<file path="config.mk">
export PLATFORM = sky130hd
export DESIGN_NAME = izns_div
export DESIGN_NICKNAME = d
export VERILOG_FILES = /design/src/izhikevich_neuron_step_core_defines.svh /design/src/izns_pkg.sv /design/src/izns_div.sv
export SDC_FILE = /design/constraint.sdc
export NUM_CORES = 1
export LEC_CHECK = 0
export BUFFER_PORTS_ARGS = -buffer_cell sky130_fd_sc_hd__clkbuf_2
export CAP_MARGIN = 20
export CORE_MARGIN = 3
export CORE_UTILIZATION = 50
export CTS_BUF_LIST = sky130_fd_sc_hd__clkbuf_16
export CTS_CLUSTER_DIAMETER = 120
export CTS_CLUSTER_SIZE = 20
export DETAILED_ROUTE_END_ITERATION = 16
export GPL_TIMING_DRIVEN = 0
export PLACE_DENSITY = 0.73
export SYNTH_ARGS = -nofsm -noshare
export SYNTH_HDL_FRONTEND = slang
export SYNTH_SLANG_ARGS = --single-unit
</file>
<file path="constraint.sdc">
create_clock -name clock -period 14.9 [get_ports clock]
set_input_delay 2.98 -clock clock [delete_from_list [all_inputs] [get_ports clock]]
set_output_delay 2.98 -clock clock [all_outputs]
set_load 0.005 [all_outputs]
</file>
<file path="src/izhikevich_neuron_step_core_defines.svh">
// Assertion macros used by the neuron step core.
`ifndef IZHIKEVICH_NEURON_STEP_CORE_DEFINES_SVH
`define IZHIKEVICH_NEURON_STEP_CORE_DEFINES_SVH

`ifndef SYNTHESIS

// Same-cycle implication, disabled during reset.
`define IZNS_ASSERT_IMPLY(label, clk, rst, ante, cons, msg) \
   label: assert property (@(posedge clk) disable iff (rst) (ante) |-> (cons)) \
      else $error(msg);

// Next-cycle implication, disabled during reset.
`define IZNS_ASSERT_NEXT(label, clk, rst, ante, cons, msg) \
   label: assert property (@(posedge clk) disable iff (rst) (ante) |=> (cons)) \
      else $error(msg);

`else

`define IZNS_ASSERT_IMPLY(label, clk, rst, ante, cons, msg)
`define IZNS_ASSERT_NEXT(label, clk, rst, ante, cons, msg)

`endif

`endif

</file>
<file path="src/izns_pkg.sv">
// Shared widths and types of the neuron step core.
`default_nettype none

package izns_pkg;

   // Field widths of the channel words.
   localparam int unsigned INDEX_W   = 8;
   localparam int unsigned CURRENT_W = 25;
   localparam int unsigned VOLT_W    = 25;

   // Iterative divider: dividend width and quotient bits retired per cycle.
   localparam int unsigned DIV_W      = 48;
   localparam int unsigned DIV_STEP   = 8;
   localparam int unsigned DIV_ITERS  = DIV_W / DIV_STEP;
   localparam int unsigned DIV_CNT_W  = $clog2(DIV_ITERS);
   localparam int unsigned DIVISOR_W  = 5;
   localparam int unsigned REMAINDER_W = 4;

   // Configuration as seen by the datapath.
   typedef struct packed {
      logic [16:0] rate;
      logic [16:0] coupling;
      logic [24:0] reset_voltage;
      logic [21:0] jump;
      logic [24:0] threshold;
      logic [4:0]  substeps;
   } izns_cfg_type;

   // Divider request and response.
   typedef struct packed {
      logic                 start;
      logic [DIV_W-1:0]     dividend;
      logic [DIVISOR_W-1:0] divisor;
   } izns_div_req_type;

   typedef struct packed {
      logic             done;
      logic [DIV_W-1:0] quotient;
   } izns_div_rsp_type;

endpackage

`default_nettype wire

</file>
<file path="src/izns_div.sv">
// Iterative unsigned divider by a small divisor, eight quotient bits per cycle.
`default_nettype none

module izns_div (
   input  wire                          clock,
   input  wire                          reset,
   input  izns_pkg::izns_div_req_type   div_req,
   output izns_pkg::izns_div_rsp_type   div_rsp
);

   localparam int unsigned W  = izns_pkg::DIV_W;
   localparam int unsigned CW = izns_pkg::DIV_CNT_W;
   localparam int unsigned RW = izns_pkg::REMAINDER_W;
   localparam int unsigned DW = izns_pkg::DIVISOR_W;

   logic          busy_ff, busy_in;
   logic          done_ff, done_in;
   logic [CW-1:0] cnt_ff, cnt_in;
   logic [W-1:0]  num_ff, num_in;
   logic [W-1:0]  quo_ff, quo_in;
   logic [RW-1:0] rem_ff, rem_in;
   logic [DW-1:0] den_ff, den_in;

   // Restoring division: the remainder stays below the divisor, so it is narrow.
   always_comb begin
      logic [W-1:0]  num_t;
      logic [W-1:0]  quo_t;
      logic [RW-1:0] rem_t;
      logic [DW-1:0] part;

      num_t   = num_ff;
      quo_t   = quo_ff;
      rem_t   = rem_ff;
      part    = '0;
      busy_in = busy_ff;
      done_in = 1'b0;
      cnt_in  = cnt_ff;
      den_in  = den_ff;

      for (int k = 0; k < izns_pkg::DIV_STEP; k++) begin
         part  = {rem_t, num_t[W-1]};
         num_t = {num_t[W-2:0], 1'b0};
         if (part >= den_ff) begin
            rem_t = RW'(part - den_ff);
            quo_t = {quo_t[W-2:0], 1'b1};
         end else begin
            rem_t = part[RW-1:0];
            quo_t = {quo_t[W-2:0], 1'b0};
         end
      end

      num_in = num_ff;
      quo_in = quo_ff;
      rem_in = rem_ff;

      if (div_req.start && !busy_ff) begin
         num_in  = div_req.dividend;
         quo_in  = '0;
         rem_in  = '0;
         den_in  = div_req.divisor;
         cnt_in  = '0;
         busy_in = 1'b1;
      end else if (busy_ff) begin
         num_in = num_t;
         quo_in = quo_t;
         rem_in = rem_t;
         cnt_in = CW'(cnt_ff + 1'b1);
         if (cnt_ff == CW'(izns_pkg::DIV_ITERS - 1)) begin
            busy_in = 1'b0;
            done_in = 1'b1;
         end
      end
   end

   always_ff @(posedge clock) begin
      if (reset) begin
         busy_ff <= 1'b0;
         done_ff <= 1'b0;
         cnt_ff  <= '0;
      end else begin
         busy_ff <= busy_in;
         done_ff <= done_in;
         cnt_ff  <= cnt_in;
      end
      num_ff <= num_in;
      quo_ff <= quo_in;
      rem_ff <= rem_in;
      den_ff <= den_in;
   end

   assign div_rsp.done     = done_ff;
   assign div_rsp.quotient = quo_ff;

endmodule

`default_nettype wire

</file>
; ---- Word-level counts from Yosys, hierarchy flattened
; Cells that the tools add are included.
[totals]
latchBits = 0
mem_bits_ro = 0
inputBits = 56
regBits = 110
out_inout_bits = 49
n_memories = 0
mem_bits_rw = 0
[classes]
n_reduce_logical = 5
magnitude_cmp = 8
n_mul = 0
n_shift = 0
n_bitwise = 1
div = 0
eq_ne = 1
muxes = 22
addsub = 9
[ops]
columns = cell, count
row1 = $mux W48, 2
row2 = $ge A5 B5 Y1, 8
row3 = $mux W4, 8
row4 = $sub A4 B4 Y4, 8
row5 = $mux W1, 12
row6 = $add A3 B1 Y3 const B, 1
row7 = $eq A3 B3 Y1 const B, 1
row8 = $reduce_or A3 Y1, 1
row9 = $reduce_bool A2 Y1, 1
row10 = $reduce_or A2 Y1, 1
row11 = $logic_and A1 B1 Y1, 1
row12 = $logic_not A1 Y1, 1
row13 = $not A1 Y1, 1

; ---- Depth between registers and ports, before layout
[depth]
word_depth = 16
depth_mapped = 55

; ---- Least setup slack after synthesis
; Ideal clock, no wire load.
[synth_timing]
kind = register -> register
startpoint = register den_ff[1]
endpoint = register rem_ff[0]
arrival_ns = 9.926
stages_incl_launch_ff = 53
slack_ns = 4.858
path_buffers = 2
synth_period_minus_slack_ns = 10.042
required_time_ns = 14.783
path_cell_list = edfxtp_1 inv_1 ha_1 a31oi_1 o21ai_2 mux2_4 ha_1 a21o_1 a31oi_1 o21ai_2 o21ai_0 inv_1 ha_1 a21o_1 a31oi_1 o21ai_2 nand2_1 o21ai_0 [... 17 more ...] a21o_1 a31oi_1 o21ai_2 mux2_2 inv_1 ha_1 a21o_1 a31oi_1 o21ai_0 clkbuf_1 nor3b_1 a21oi_1 o21ai_0 ha_1 nand2_1 o31ai_2 a21oi_1 a22o_1
[synth_via]
elab_chain_cells = 16
word_cells_on_any_way = 23
[synth_lines]
columns = item, line_no
row1 = start: declaration, izns_div.sv:22  ; logic [DW-1:0] den_ff, den_in;
row2 = start signal: assignment, izns_div.sv:88  ; den_ff <= den_in;
row3 = $sub A4 B4 Y4 or $ge A5 B5 Y1 (tied branches), "izns_div.sv:44, izns_div.sv:43"
row4 = $mux W4, izns_div.sv:43  ; if (part >= den_ff) begin
row5 = $sub A4 B4 Y4 or $ge A5 B5 Y1 (tied branches), "izns_div.sv:44, izns_div.sv:43"
row6 = $mux W4, izns_div.sv:43
row7 = $sub A4 B4 Y4 or $ge A5 B5 Y1 (tied branches), "izns_div.sv:44, izns_div.sv:43"
row8 = $mux W4, izns_div.sv:43
row9 = $ge A5 B5 Y1 or $sub A4 B4 Y4 (tied branches), "izns_div.sv:43, izns_div.sv:44"
row10 = $mux W4, izns_div.sv:43
row11 = $sub A4 B4 Y4 or $ge A5 B5 Y1 (tied branches), "izns_div.sv:44, izns_div.sv:43"
row12 = $mux W4, izns_div.sv:43
row13 = $sub A4 B4 Y4 or $ge A5 B5 Y1 (tied branches), "izns_div.sv:44, izns_div.sv:43"
row14 = $mux W4, izns_div.sv:43
row15 = $sub A4 B4 Y4 or $ge A5 B5 Y1 (tied branches), "izns_div.sv:44, izns_div.sv:43"
row16 = $mux W4, izns_div.sv:43
row17 = $ge A5 B5 Y1 *, izns_div.sv:43
row18 = $mux W4 *, izns_div.sv:43
row19 = end signal: assignment, izns_div.sv:87  ; rem_ff <= rem_in;
row20 = end: declaration, izns_div.sv:21  ; logic [RW-1:0] rem_ff, rem_in;
; Every way passes the cells marked *; elsewhere a longest branch is shown, timed or not.
; A chain may end at the register's enable or synchronous reset.

; ---- Final worst setup path
; Same ends and word-level chain as after synthesis.

==> flow_summary.json <==
{
  "status": "completed",
  "fin_setup_tns_ns": 0,
  "cp_common_cell": "ha_1",
  "drv_cap": 0,
  "worstMarginPinSlew_ns": 0.753,
  "ant_nets": 0,
  "io_buffers": 104,
  "syn_inst": 569,
  "cts_num_sinks": 110,
  "reg2reg_from": "den_ff[1]",
  "setup_slack_ns": 2.51,
  "wirelength_um": 12900,
  "dr_total_vias": 4522,
  "area_growth_pct": 17.3,
  "synth_compound_area_frac": 0.132,
  "pre_cts_slack_ns": 2.62,
  "period_needed_ns": 12.39,
  "required_ns": 15.14,
  "io-pin-count": 105,
  "cts.htree.levels": 3,
  "seq_area_frac_synth": 0.470,
  "nets": 791,
  "ys_warn_count": 0,
  "die_height_um": 114,
  "hold_path.class": "flip-flop to flip-flop",
  "synth.distinct_cells": 38,
  "rows": 38,
  "fin_crit_sh": 0.831,
  "relSlewSlack": 0.495,
  "initial_utilization": 0.523,
  "regToRegSetupSlack_ns": 2.51,
  "hold_depth": 2,
  "cp_max_fo": 10,
  "dr.pass1.iters": 5,
  "end_kind": "flip-flop",
  "gp_congestion": 0.897,
  "die_w_um": 114,
  "antenna_found_initial": 0,
  "netlist_area_mm2": 0.00582,
  "fillers": 918,
  "setup_viol_count_final": 0,
  "slowest_stage": "edfxtp_1",
  "synthMuxAreaShare": 0.110,
  "reg2reg_depth": 50,
  "syn_nets": 675,
  "grt-ovfl-total": 0,
  "diodes": 0,
  "worstSetupPathType": "flip-flop to flip-flop",
  "finalMaxSlewViolations": 0,
  "yosys.area_share.simple": 0.105,
  "cts_made_buffers": 9,
  "grt_max_degree": 27,
  "coreArea_mm2": 0.0111,
  "synth_seq_cells": 110,
  "rsz0062_at_grt": "false",
  "cts_setup_buffers": 0,
  "ctsRootBufferMaster": "clkbuf_16",
  "hpwl_um": 9800,
  "cts_tree": "done",
  "grt_util_all_layers": 0.203,
  "grt_pass1_wl_um": 21200,
  "drive_gt1_frac": 0.262,
  "worstHoldStart": "quo_ff[40]",
  "fin_worst_skew_ns": 0.00833,
  "clock_latency_ns": 0.35,
  "arrival_ns": 12.63,
  "worst_r2r_endpoint": "rem_ff[0]",
  "multi_input_area_mm2": 0.00285,
  "postSynthAreaPerCell_um2": 10.2,
  "clock_path_buffers": 2,
  "synth_xor_area_frac": 0.0256,
  "worstHoldEndpoint": "quo_ff[40]",
  "cts_resized": 0,
  "die_area_mm2": 0.0130,
  "synth_top_family_by_area": "compound AO/OA/AOI/OAI gates",
  "timing.fmax_mhz": 80.7,
  "grt_pass1_vias": 4563,
  "cp-start-kind": "flip-flop",
  "slowest_delay_ns": 0.66,
  "drt_iter0_drc": 236,
  "hold_viol": 0,
  "viasPerCell": 5.45,
  "routedWlPerCell_um": 15.5,
  "cts.hold.buffers_added": 0,
  "synth_fa_ha_area_frac": 0.118,
  "drc_errors": 0,
  "fin_util": 0.613,
  "clk_pin_slew_ns": 0.08,
  "seq_area_mm2": 0.00273
}
## worst max-delay path, delay by kind of cell, from the launching register on
| kind | cells | cell delay, ns |
|---|---|---|
| flip-flops | 1 | 0.66 |
| AND/OR/NAND/NOR | 4 | 0.50 |
| adder cells (fa/ha/maj) | 8 | 2.68 |
| buffers and inverters | 8 | 1.61 |
| AO/OA/AOI/OAI | 28 | 6.01 |
| multiplexers | 2 | 0.78 |
## through the flow
stage,std cells,hold WS [ns],cell area (µm²)
finish,830,0.484,6830
global route,830,0.516,6830
CTS,830,0.488,6830
detailed placement,814,0.477,6540
global placement,813,0.464,6510
floorplan,569,0.461,5820
## registers in the layout, summed over array words and instances, names as in the netlist
signal	flops
busy_ff	1
cnt_ff	3
den_ff	5
done_ff	1
num_ff	48
quo_ff	48
rem_ff	4
## placed cells by master, fill, tap and decap left out, drive strengths merged, types with 2 or more instances in the layout
cell    synthesis  layout
nor3b           4       4
a21oi          29      29
and3            8       8
a22o            8       8
inv            36      39
fa              8       8
a211oi          2       2
nor2           21      21
clkinv          0       4
xnor2          13      13
nand3           2       2
nand2b          7       7
a21o           15      15
xor2            4       4
nand2         101     101
dfxtp          57      57
edfxtp         53      53
mux2i           9       9
o21ai          59      59
ha             42      42
mux2           48      48
clkbuf         17     130
a31oi           9       9
buf             8       9
## cells in the mapped netlist (all sizes together)
master   count  area [µm²]
mux2i        9        90.1
nor3         1        5.00
nand3        2        10.0
o21a         1        7.51
a211o        1        8.76
inv         36         135
and3         8        50.1
xnor2       13         114
o2111ai      1        8.76
clkbuf      17        63.8
dfxtp       57        1140
a32o         1        10.0
a22o         8        71.3
a31oi        9        56.3
nor2b        1        6.26
buf          8        38.8
nand2      101         379
o21ai       59         310
a21o        15         113
nand2b       7        43.8
nor2        21        78.8
edfxtp      53        1590
and2         1        6.26
nor3b        4        30.0
xor2         4        35.0
a211oi       2        15.0
mux2        48         548
ha          42         526
fa           8         160
o211ai       1        7.51
o31ai        1        12.5
a21oi       29         145
## worst max-delay path by stage
| stage | startpoint | endpoint | slack (ns) | cells after the start |
|---|---|---|---|---|
| global route | den_ff[1] | rem_ff[0] | 1.42 | 50 |
| detailed placement | den_ff[1] | rem_ff[0] | 2.62 | 50 |
| CTS | den_ff[1] | rem_ff[0] | 2.52 | 50 |
| global placement | den_ff[1] | rem_ff[0] | 3.04 | 52 |
| finish | den_ff[1] | rem_ff[0] | 2.51 | 50 |
| floorplan | den_ff[1] | rem_ff[0] | 4.86 | 52 |
## routing by layer
| layer | GRT usage | wire length [µm] | vias up |
|---|---|---|---|
| li1 | - | - | 2230 |
| met1 | 0.246 | 5360 | 2134 |
| met2 | 0.344 | 6440 | 132 |
| met3 | 0.0615 | 845 | 26 |
| met4 | 0.0681 | 243 | 0 |
| met5 | 0 | 0 | - |
## layout make-up
cell class / instances / share of cell area
Buffer: 25 / 0.0150
Clock buffer: 9 / 0.0330
Clock inverter: 7 / 0.00862
Inverter: 36 / 0.0198
Multi-Input combinational cell: 398 / 0.417
Sequential cell: 110 / 0.400
Tap cell: 140 / 0.0257
Timing Repair Buffer: 105 / 0.0803
## logic make-up after synthesis
group | Yosys count
adder cells (fa/ha/maj) | 50
buffers and inverters | 61
multiplexers | 57
flip-flops | 110
AO/OA/AOI/OAI | 128
AND/OR/NAND/NOR | 146
XOR/XNOR | 17
Power is not shown: default switching activity piles up to over one toggle a cycle in this logic, so the estimate is an artifact.
