===== src/izhikevich_neuron_step_core_defines.svh =====
// Assertion macros used by the neuron step core.
`ifndef IZHIKEVICH_NEURON_STEP_CORE_DEFINES_SVH
`define IZHIKEVICH_NEURON_STEP_CORE_DEFINES_SVH

`ifndef SYNTHESIS

// Same-cycle implication, disabled during reset.
`define IZNS_ASSERT_IMPLY(label, clk, rst, ante, cons, msg) \
   label: assert property (@(posedge clk) disable iff (rst) (ante) |-> (cons)) \
      else $error(msg);

// Next-cycle implication, disabled during reset.
`define IZNS_ASSERT_NEXT(label, clk, rst, ante, cons, msg) \
   label: assert property (@(posedge clk) disable iff (rst) (ante) |=> (cons)) \
      else $error(msg);

`else

`define IZNS_ASSERT_IMPLY(label, clk, rst, ante, cons, msg)
`define IZNS_ASSERT_NEXT(label, clk, rst, ante, cons, msg)

`endif

`endif


===== src/izns_pkg.sv =====
// Shared widths and types of the neuron step core.
`default_nettype none

package izns_pkg;

   // Field widths of the channel words.
   localparam int unsigned INDEX_W   = 8;
   localparam int unsigned CURRENT_W = 25;
   localparam int unsigned VOLT_W    = 25;

   // Iterative divider: dividend width and quotient bits retired per cycle.
   localparam int unsigned DIV_W      = 48;
   localparam int unsigned DIV_STEP   = 8;
   localparam int unsigned DIV_ITERS  = DIV_W / DIV_STEP;
   localparam int unsigned DIV_CNT_W  = $clog2(DIV_ITERS);
   localparam int unsigned DIVISOR_W  = 5;
   localparam int unsigned REMAINDER_W = 4;

   // Configuration as seen by the datapath.
   typedef struct packed {
      logic [16:0] rate;
      logic [16:0] coupling;
      logic [24:0] reset_voltage;
      logic [21:0] jump;
      logic [24:0] threshold;
      logic [4:0]  substeps;
   } izns_cfg_type;

   // Divider request and response.
   typedef struct packed {
      logic                 start;
      logic [DIV_W-1:0]     dividend;
      logic [DIVISOR_W-1:0] divisor;
   } izns_div_req_type;

   typedef struct packed {
      logic             done;
      logic [DIV_W-1:0] quotient;
   } izns_div_rsp_type;

endpackage

`default_nettype wire


===== src/izns_csr.sv =====
// Configuration register file behind the APB-style port.
`default_nettype none

module izns_csr (
   input  wire                          clock,
   input  wire                          reset,
   input  wire                          psel,
   input  wire                          penable,
   input  wire                          pwrite,
   input  wire  [4:0]                   paddr,
   input  wire  [31:0]                  pwdata,
   output logic [31:0]                  prdata,
   output logic                         pready,
   output izns_pkg::izns_cfg_type       cfg
);

   typedef enum logic [2:0] {
      REG_RATE,
      REG_COUPLING,
      REG_RESET_V,
      REG_JUMP,
      REG_THRESHOLD,
      REG_SUBSTEPS
   } reg_index_type;

   // Reset values: a = 0.02, b = 0.2, c = -65, d = 8, threshold = 30, two substeps.
   localparam logic [16:0] RATE_DEF      = 17'h0051F;
   localparam logic [16:0] COUPLING_DEF  = 17'h03333;
   localparam logic [24:0] RESET_V_DEF   = 25'h1BF0000;
   localparam logic [21:0] JUMP_DEF      = 22'h080000;
   localparam logic [24:0] THRESHOLD_DEF = 25'h01E0000;
   localparam logic [4:0]  SUBSTEPS_DEF  = 5'd2;

   izns_pkg::izns_cfg_type cfg_ff, cfg_in;
   logic                   wr_en;
   logic [2:0]             reg_index;

   assign wr_en     = psel && penable && pwrite;
   assign reg_index = paddr[4:2];

   // Register write decode; writes beyond the list are dropped.
   always_comb begin
      cfg_in = cfg_ff;
      if (wr_en) begin
         unique case (reg_index)
            REG_RATE:      cfg_in.rate          = pwdata[16:0];
            REG_COUPLING:  cfg_in.coupling      = pwdata[16:0];
            REG_RESET_V:   cfg_in.reset_voltage = pwdata[24:0];
            REG_JUMP:      cfg_in.jump          = pwdata[21:0];
            REG_THRESHOLD: cfg_in.threshold     = pwdata[24:0];
            REG_SUBSTEPS:  cfg_in.substeps      = pwdata[4:0];
            default:       cfg_in = cfg_ff;
         endcase
      end
   end

   always_ff @(posedge clock) begin
      if (reset) begin
         cfg_ff.rate          <= RATE_DEF;
         cfg_ff.coupling      <= COUPLING_DEF;
         cfg_ff.reset_voltage <= RESET_V_DEF;
         cfg_ff.jump          <= JUMP_DEF;
         cfg_ff.threshold     <= THRESHOLD_DEF;
         cfg_ff.substeps      <= SUBSTEPS_DEF;
      end else begin
         cfg_ff <= cfg_in;
      end
   end

   // Read mux.
   always_comb begin
      unique case (reg_index)
         REG_RATE:      prdata = {15'd0, cfg_ff.rate};
         REG_COUPLING:  prdata = {15'd0, cfg_ff.coupling};
         REG_RESET_V:   prdata = {7'd0, cfg_ff.reset_voltage};
         REG_JUMP:      prdata = {10'd0, cfg_ff.jump};
         REG_THRESHOLD: prdata = {7'd0, cfg_ff.threshold};
         REG_SUBSTEPS:  prdata = {27'd0, cfg_ff.substeps};
         default:       prdata = 32'd0;
      endcase
   end

   assign pready = 1'b1;
   assign cfg    = cfg_ff;

endmodule

`default_nettype wire


===== config.mk =====
export PLATFORM = sky130hd
export DESIGN_NAME = izns_csr
export DESIGN_NICKNAME = d
export VERILOG_FILES = /design/src/izhikevich_neuron_step_core_defines.svh /design/src/izns_pkg.sv /design/src/izns_csr.sv
export SDC_FILE = /design/constraint.sdc
export NUM_CORES = 1
export LEC_CHECK = 0
export ABC_AREA = 1
export BUFFER_PORTS_ARGS = -buffer_cell sky130_fd_sc_hd__buf_2
export CELL_PAD_IN_SITES_DETAIL_PLACEMENT = 2
export CELL_PAD_IN_SITES_GLOBAL_PLACEMENT = 2
export CORE_UTILIZATION = 23
export DETAILED_ROUTE_END_ITERATION = 10
export GPL_TIMING_DRIVEN = 0
export PLACE_DENSITY = 0.73
export SYNTH_ARGS = -nofsm -noshare
export SYNTH_HDL_FRONTEND = slang
export SYNTH_SLANG_ARGS = --single-unit

===== constraint.sdc =====
create_clock -name clock -period 1.4 [get_ports clock]
set_clock_uncertainty 0.2 [all_clocks]
set_input_delay 0.21 -clock clock [delete_from_list [all_inputs] [get_ports clock]]
set_output_delay 0.21 -clock clock [all_outputs]
set_load 0.05 [all_outputs]

After elaboration in Yosys (flattened, before gate mapping)
Index checks and enable logic that the tools add are counted.
{"block": "word_totals", "output_inout_bits": 144, "regBits": 111}
{"block": "classes", "reduce_logical": 9, "mux": 1, "eq_ne": 5}
{"op": "one-hot mux 25 bit (6 select lines)", "n": 1}
{"op": "AND reduction 2 bit", "n": 6}
{"op": "== test 3 x 2 -> 1 bit (second input constant)", "n": 2}
{"op": "== test 3 bit (second input constant)", "n": 2}
{"op": "== test 3 x 1 -> 1 bit (second input constant)", "n": 1}
{"op": "zero test 3 bit", "n": 1}
{"op": "logical AND 1 bit", "n": 2}

Logic depth before layout (Yosys ltp)
Gate-level depths: netlist (run 1).
{"block": "logic_depth", "ltp_word": 3, "depth_mapped": 9, "depth_no_buf": 7}

Worst setup path before layout (run 1)
Ideal clock, no wire load.
{"block": "synth_path", "kind": "input to output", "startpoint": "input port paddr[2]", "endpoint": "output port prdata[6]", "setup_slack_ps": -415, "stages": 9, "arrival_ps": 1405, "n_path_buf": 2, "cell_sequence": "buf_2 -> inv_2 -> nand2_1 -> nor2_4 -> buf_2 -> nand2_1 -> nand2_1 -> inv_1 -> nand2_1"}
{"block": "synth_via", "elab_chain_cells": 2, "word_cells_on_any_way": 7, "cone_classes": "eq/ne (5); mux (1); reduce/logical (1)"}
{"item": "from (decl)", "line_no": "izns_csr.sv:10", "text": "input wire [4:0] paddr,"}
{"item": "== test 3 bit, or another cell as far along", "line_no": "izns_csr.sv:72", "text": "unique case (reg_index)"}
{"item": "one-hot mux 25 bit (6 select lines) (*)", "line_no": "izns_csr.sv:72"}
{"item": "to (decl)", "line_no": "izns_csr.sv:12", "text": "output logic [31:0] prdata,"}
Mark *: on every way between the ends. The rest lies on a longest branch, timed or not.

Worst setup path in the final report (run 1)
{"block": "layout_path", "startpoint": "input port paddr[4]", "endpoint": "output port prdata[1]"}
The elaborated chain is that of the path after synthesis.

==> impl_results.md, run 1 <==
- Result of the run: complete, but fails checks
- Failing checks: negative setup slack
- PnR worst setup slack: -0.424 ns
- Number of flip-flops in the largest register: 111
- I/O pin total: 186
- Clock tree sinks: 111
- Startpoint types: primary input
- CTS buffer count: 9
- Worst r2r dst: cfg[63]$_SDFFE_PP0P_
- Leakage: 4.43 nW
- DR iter-0 viols: 413
- Seq. cell area: 2340 sq um
- Core Region: 22700 sq um
- Synthesized area: 5340 sq um
- Post-synth top flop: dfxtp_1
- Area leader, netlist: dfxtp_1
- RR Startpoint: cfg[63]$_SDFFE_PP0P_
- Placed insts: 1314
- RSZ-0062 raised after global routing: yes
- IO Port Bufs: 167
- Post-route ant nets: 0
- Final net count: 1168
- Fin crit period: 1.82 ns
- Finished Layout Cells: 1416
- HP Class: in -> reg
- Die extent in x: 154 um
- Residual DRC: 0
- Layout fillers: 2585
- WL/cell: 22.1 um
- Fmax: 548 MHz
- CTS tree: built
- First-pass GRT wire length: 44100 um
- Clk_lat worst skew: 0.36 ns
- Worst Hold Path EP: cfg[36]$_SDFFE_PP0P_
- Area occupied by multi-input gates: 3190 sq um
- Die ar.: 23800 sq um
- Period utilization: 1.30
- Synth async-reset ratio: 0
- GR Overflow Total: 0
- Die Y: 154 um
- Root Buffer: clkbuf_16
- Critical path's largest stage delay: 0.19 ns
- Final Hold Viols: 0
- Max-Cap Viols: 0
- Clock-pin transition on the worst setup and hold timing paths: 0.08 ns
- Slew headroom: 0.435
- Maximum fanout along the worst path: 10
- Worst Hold Depth: 5
- Vias in the first global route: 7297
- Hold_sp: pwdata[6]
- Area grow syn2layout: 76.6%
- Standard-cell rows: 55
- R2r setup slk: 0.36 ns
- Worst IR Drop VDD: 513 uV
- Placed instance area: 6920 sq um
- Yosys top cell area share: 0.416
- Crit Path Class: in -> out
- Number of distinct library cells after synthesis: 18
- Diodes inserted: 0
- Pwr dens: 812 nW/um^2
- First drt pass iteration count: 5
- Cell area after layout: 9420 sq um
- Critical path's most frequent cell: buf_12
- Post-DP HPWL: 19900 um
- Seq/Total Area, Yosys: 0.416
- Fin. max-slew vios: 0
- Overall Power: 7.65 mW
- Initial core utilization: 0.235
- Share of layout cells above drive strength 1: 0.463
- Critical Path RT: 0.99 ns
- Post-Syn Instances: 856
- Routed vias/inst: 4.94
- Gpl congestion: 0.784
- H-tree lvl count: 3
- Slew @ Worst Pin: 0.848 ns
- CP cell instances: buf_12, clkinv_8, buf_12, clkbuf_16, nand4_1, nand2_1, nor2_2, nand2_2, buf_8
- Largest net degree at the start of global routing: 18
- YS warnings: 0
- Synthesis-stage register bit count: 111
- Number of synthesized flops with an enable pin: 0
- Final setup violating endpoints: 30
- Top-count cell post-synth: nand2_1
- Initial antenna violation count: 0
- Final WL: 31300 um
- Clk buf depth: 2
- WP data arrival: 1.41 ns
- Worst r2r path cells: 4
- Synth area leaders: dfxtp_1, nand2_1, nor2_1
- CP top delay family: buffers and inverters
- Tot GR Track Use: 0.251
- Via count: 7002
- CP max-delay cell: nor2_2
- Avg Inst Size Synth: 6.24 sq um
- Endpoint class of the critical path: primary output
- Commonest cells post-synth: nand2_1, nor2_1, nand3_1
- Crit path buffers/inverters: 5
## worst register-to-register path, delay by kind of cell, from the launching register on
kind                   cells  cell delay, ns
DFF                        1            0.34
buffers and inverters      2            0.24
and+or+nand+nor            2            0.15
## placed cells by master (no fill, tap or decap), drive strengths merged
cell type	Yosys	final
nand2	268	268
buf	36	258
nor2	210	210
nand3	115	115
dfxtp	111	111
inv	58	57
clkbuf	22	44
nand4	25	25
dlygate4sd3	0	20
conb	2	8
a21oi	6	6
clkinv	1	4
clkinvlp	0	2
o21ai	2	2
bufinv	0	1
## repair_timing
item / in CTS / in global routing
buffers inserted: 45 / 26
hold buffers: 20 / 0
hold endpoints to repair: 34 / 0
setup endpoints to repair: 225 / 131
pin swaps: 40 / 45
cloned: 2 / 1
resized for setup: 327 / 163
## worst max-delay path by stage
stage                         startpoint    endpoint  slack, ns  cells past startpoint
floorplan                       paddr[2]  prdata[15]      -0.09                      8
global placement                paddr[4]  prdata[13]      -0.73                      8
detailed placement              paddr[4]   prdata[6]      -0.75                     10
CTS                 cfg[87]$_SDFFE_PP0P_  prdata[10]      -0.28                      5
global route                    paddr[3]   prdata[1]      -0.43                      9
finish                          paddr[4]   prdata[1]      -0.42                      9
## layout make-up
type	instances	share of cell area
multi-input combinational	634	0.339
sequential	111	0.248
timing repair buffer	255	0.265
clock buffer	11	0.0268
buffer	56	0.0501
clock inverter	5	0.00597
tap	285	0.0378
inverter	59	0.0268
## power by group
| part | leakage [nW] | switching, mW | internal [mW] |
|---|---|---|---|
| registers | 0.917 | 0.0446 | 3.19 |
| clock network | 0.152 | 1.37 | 1.49 |
| logic | 3.36 | 0.999 | 0.556 |
| total | 4.43 | 2.41 | 5.24 |
## stage by stage
step | TNS [ns] | worst slack [ns] | utilization | hold WS [ns]
after detailed placement | -76.02 | -0.745 | 0.305 | 0.248
after CTS | -6.11 | -0.282 | 0.388 | 0.0694
after global placement | -73.16 | -0.732 | 0.305 | 0.241
after floorplan | -1.49 | -0.0930 | - | 0.136
after global routing | -8.19 | -0.430 | 0.415 | 0.104
final | -6.96 | -0.424 | 0.415 | 0.0660
## layer usage
layer	GRT usage	vias to the layer above	share of wire
met5	0	-	0
met1	0.308	3483	0.42
met4	0.0976	0	0.041
li1	-	3176	-
met2	0.442	265	0.49
met3	0.0350	78	0.048
## logic make-up (layout without fill, tap and decap cells)
| logic type | after synthesis | count (layout) | synth area share |
|---|---|---|---|
| other | 2 | 8 | 0.00141 |
| flip-flops | 111 | 111 | 0.416 |
| AO/OA/AOI/OAI | 8 | 8 | 0.00750 |
| AND/OR/NAND/NOR | 618 | 618 | 0.480 |
| buffers and inverters | 117 | 386 | 0.0945 |
No activity file was read; power rests on OpenSTA's default activity.
==> run 2: changes to the inputs <==
--- a/config.mk
+++ b/config.mk
@@ -13,6 +13,7 @@
 export DETAILED_ROUTE_END_ITERATION = 10
 export GPL_TIMING_DRIVEN = 0
 export PLACE_DENSITY = 0.73
+export SKIP_CTS_REPAIR_TIMING = 1
 export SYNTH_ARGS = -nofsm -noshare
 export SYNTH_HDL_FRONTEND = slang
 export SYNTH_SLANG_ARGS = --single-unit
==> run 2 against run 1 <==
The run still ends with negative setup slack left. Die area unchanged. Setup slack better by 0.079 ns. Clock power about the same. Sequential share of layout area up 1.2 points. Critical path depth down 4. Combinational power down 6%. Via count down 4.7%. Critical endpoint is now prdata[10]. Highest routed layer unchanged.
==> impl_results.md, run 2 (synthesized netlist as in run 1, its figures left out) <==
- Result of the run: complete, but fails checks
- Failing checks: negative setup slack
- Fmax: 573 MHz
- Post-DP HPWL: 19900 um
- Routed vias/inst: 4.81
- Final net count: 1138
- Clock share of power: 0.377
- Standard-cell rows: 55
- Post-route ant nets: 0
- Placed insts: 1314
- Critical Path RT: 0.99 ns
- Gpl congestion: 0.784
- Crit Path Class: reg -> out
- Final setup TNS: -7.19 ns
- H-tree lvl count: 3
- Pre-CTS setup slack: -0.745 ns
- Max-Cap Viols: 0
- Clock-pin transition on the worst setup and hold timing paths: 0.08 ns
- Slew headroom: 0.445
- Share of layout cells above drive strength 1: 0.415
- Final setup violating endpoints: 33
- CP top delay family: simple AND/OR/NAND/NOR gates
- Number of flip-flops in the largest register: 111
- Via count: 6671
- Sw frac: 0.312
- Register share of total power: 0.429
- CP cell instances: inv_1, nor2_1, nor2_4, nand2_2, buf_6
- CTS tree: built
- Placed instance area: 6920 sq um
- R2r setup slk: 0.48 ns
- Area grow syn2layout: 66.4%
- Final Hold Viols: 0
- Endpoint class of the critical path: primary output
- Slew @ Worst Pin: 0.832 ns
- Die ar.: 23800 sq um
- First-pass GRT wire length: 39400 um
- RSZ-0062 raised after global routing: yes
- Tot GR Track Use: 0.224
- Largest net degree at the start of global routing: 18
- WL/cell: 20.8 um
- DR iter-0 viols: 276
- Vias in the first global route: 6551
- Diodes inserted: 0
- Clk buf depth: 2
- IO Port Bufs: 167
- Die extent in x: 154 um
- PnR worst setup slack: -0.345 ns
- WP data arrival: 1.33 ns
- Core Region: 22700 sq um
- Commonest non-fill, non-tap cell in the layout: nand2_1
- Residual DRC: 0
- Pwr dens: 851 nW/um^2
- Clk_lat worst skew: 0.37 ns
- Fin crit period: 1.74 ns
- Die Y: 154 um
- Fin. max-slew vios: 0
- First drt pass iteration count: 4
- I/O pin total: 186
- Period utilization: 1.25
- Logic pwr share: 0.194
- Startpoint types: register
- Clock tree sinks: 111
- Cell area after layout: 8880 sq um
- Worst IR Drop VDD: 536 uV
- CP max-delay cell: dfxtp_1
- CTS buffer count: 9
- Initial antenna violation count: 0
- P_sw: 2.36 mW
- GR Overflow Total: 0
- Crit path buffers/inverters: 2
- Leakage: 4.15 nW
- Maximum fanout along the worst path: 3
- Finished Layout Cells: 1386
- Final WL: 28800 um
- Most frequent cells in the layout: nand2_1, nor2_1, nand3_1
- Critical path's largest stage delay: 0.37 ns
- Initial core utilization: 0.235
- Internal power: 5.20 mW
- HP Class: in -> reg
- Root Buffer: clkbuf_16
run 2: through the flow:
step | total power [mW] | util | hold WS, ns
after CTS | 7.24 | 0.318 | -0.136
after global placement | 4.42 | 0.305 | 0.241
final | 7.56 | 0.391 | 0.00442
after global routing | 7.77 | 0.391 | 0.0479
after floorplan | 4.06 | - | 0.136
after detailed placement | 4.43 | 0.305 | 0.248
run 2: worst reg2reg max path: stages (launching register included):
cell and delay [ns]:
dfxtp_2 0.33, buf_4 0.14, nor2_1 0.10, nor2_1 0.05
run 2: layout make-up:
cell class	count	area (sq um)
clock buffers	11	253
clock inverters	5	56.3
flip-flops and latches	111	2310
plain buffers	58	482
inverters	59	254
well taps	285	357
multi-input cells	634	3120
fillers	2678	13800
repair buffers	223	2050
run 2: power by group through the flow:
stage                     Sequential (mW)  Combinational (mW)  Clock [mW]
after CTS                            3.24                1.13        2.87
after global routing                 3.25                1.54        2.98
final                                3.24                1.47        2.85
after detailed placement             3.31                1.12           0
after global placement               3.31                1.11           0
after floorplan                      3.44               0.616           0
run 2: worst paths after layout:
path,start,endpoint,depth (start not counted)
max,cfg[15]$_SDFFE_PP0P_,prdata[10],5
min,pwdata[22],cfg[27]$_SDFFE_PP0P_,5
max reg2reg,cfg[53]$_SDFFE_PP0P_,cfg[53]$_SDFFE_PP0P_,3
min reg2reg,cfg[94]$_SDFFE_PP1P_,cfg[94]$_SDFFE_PP1P_,2
run 2: routing by layer:
metal | track usage | wire [um] | up-vias
met5 | 0 | 0 | -
met1 | 0.292 | 12600 | 3332
met4 | 0.0820 | 593 | 0
li1 | - | - | 3118
met3 | 0.0297 | 1130 | 35
met2 | 0.378 | 14500 | 186
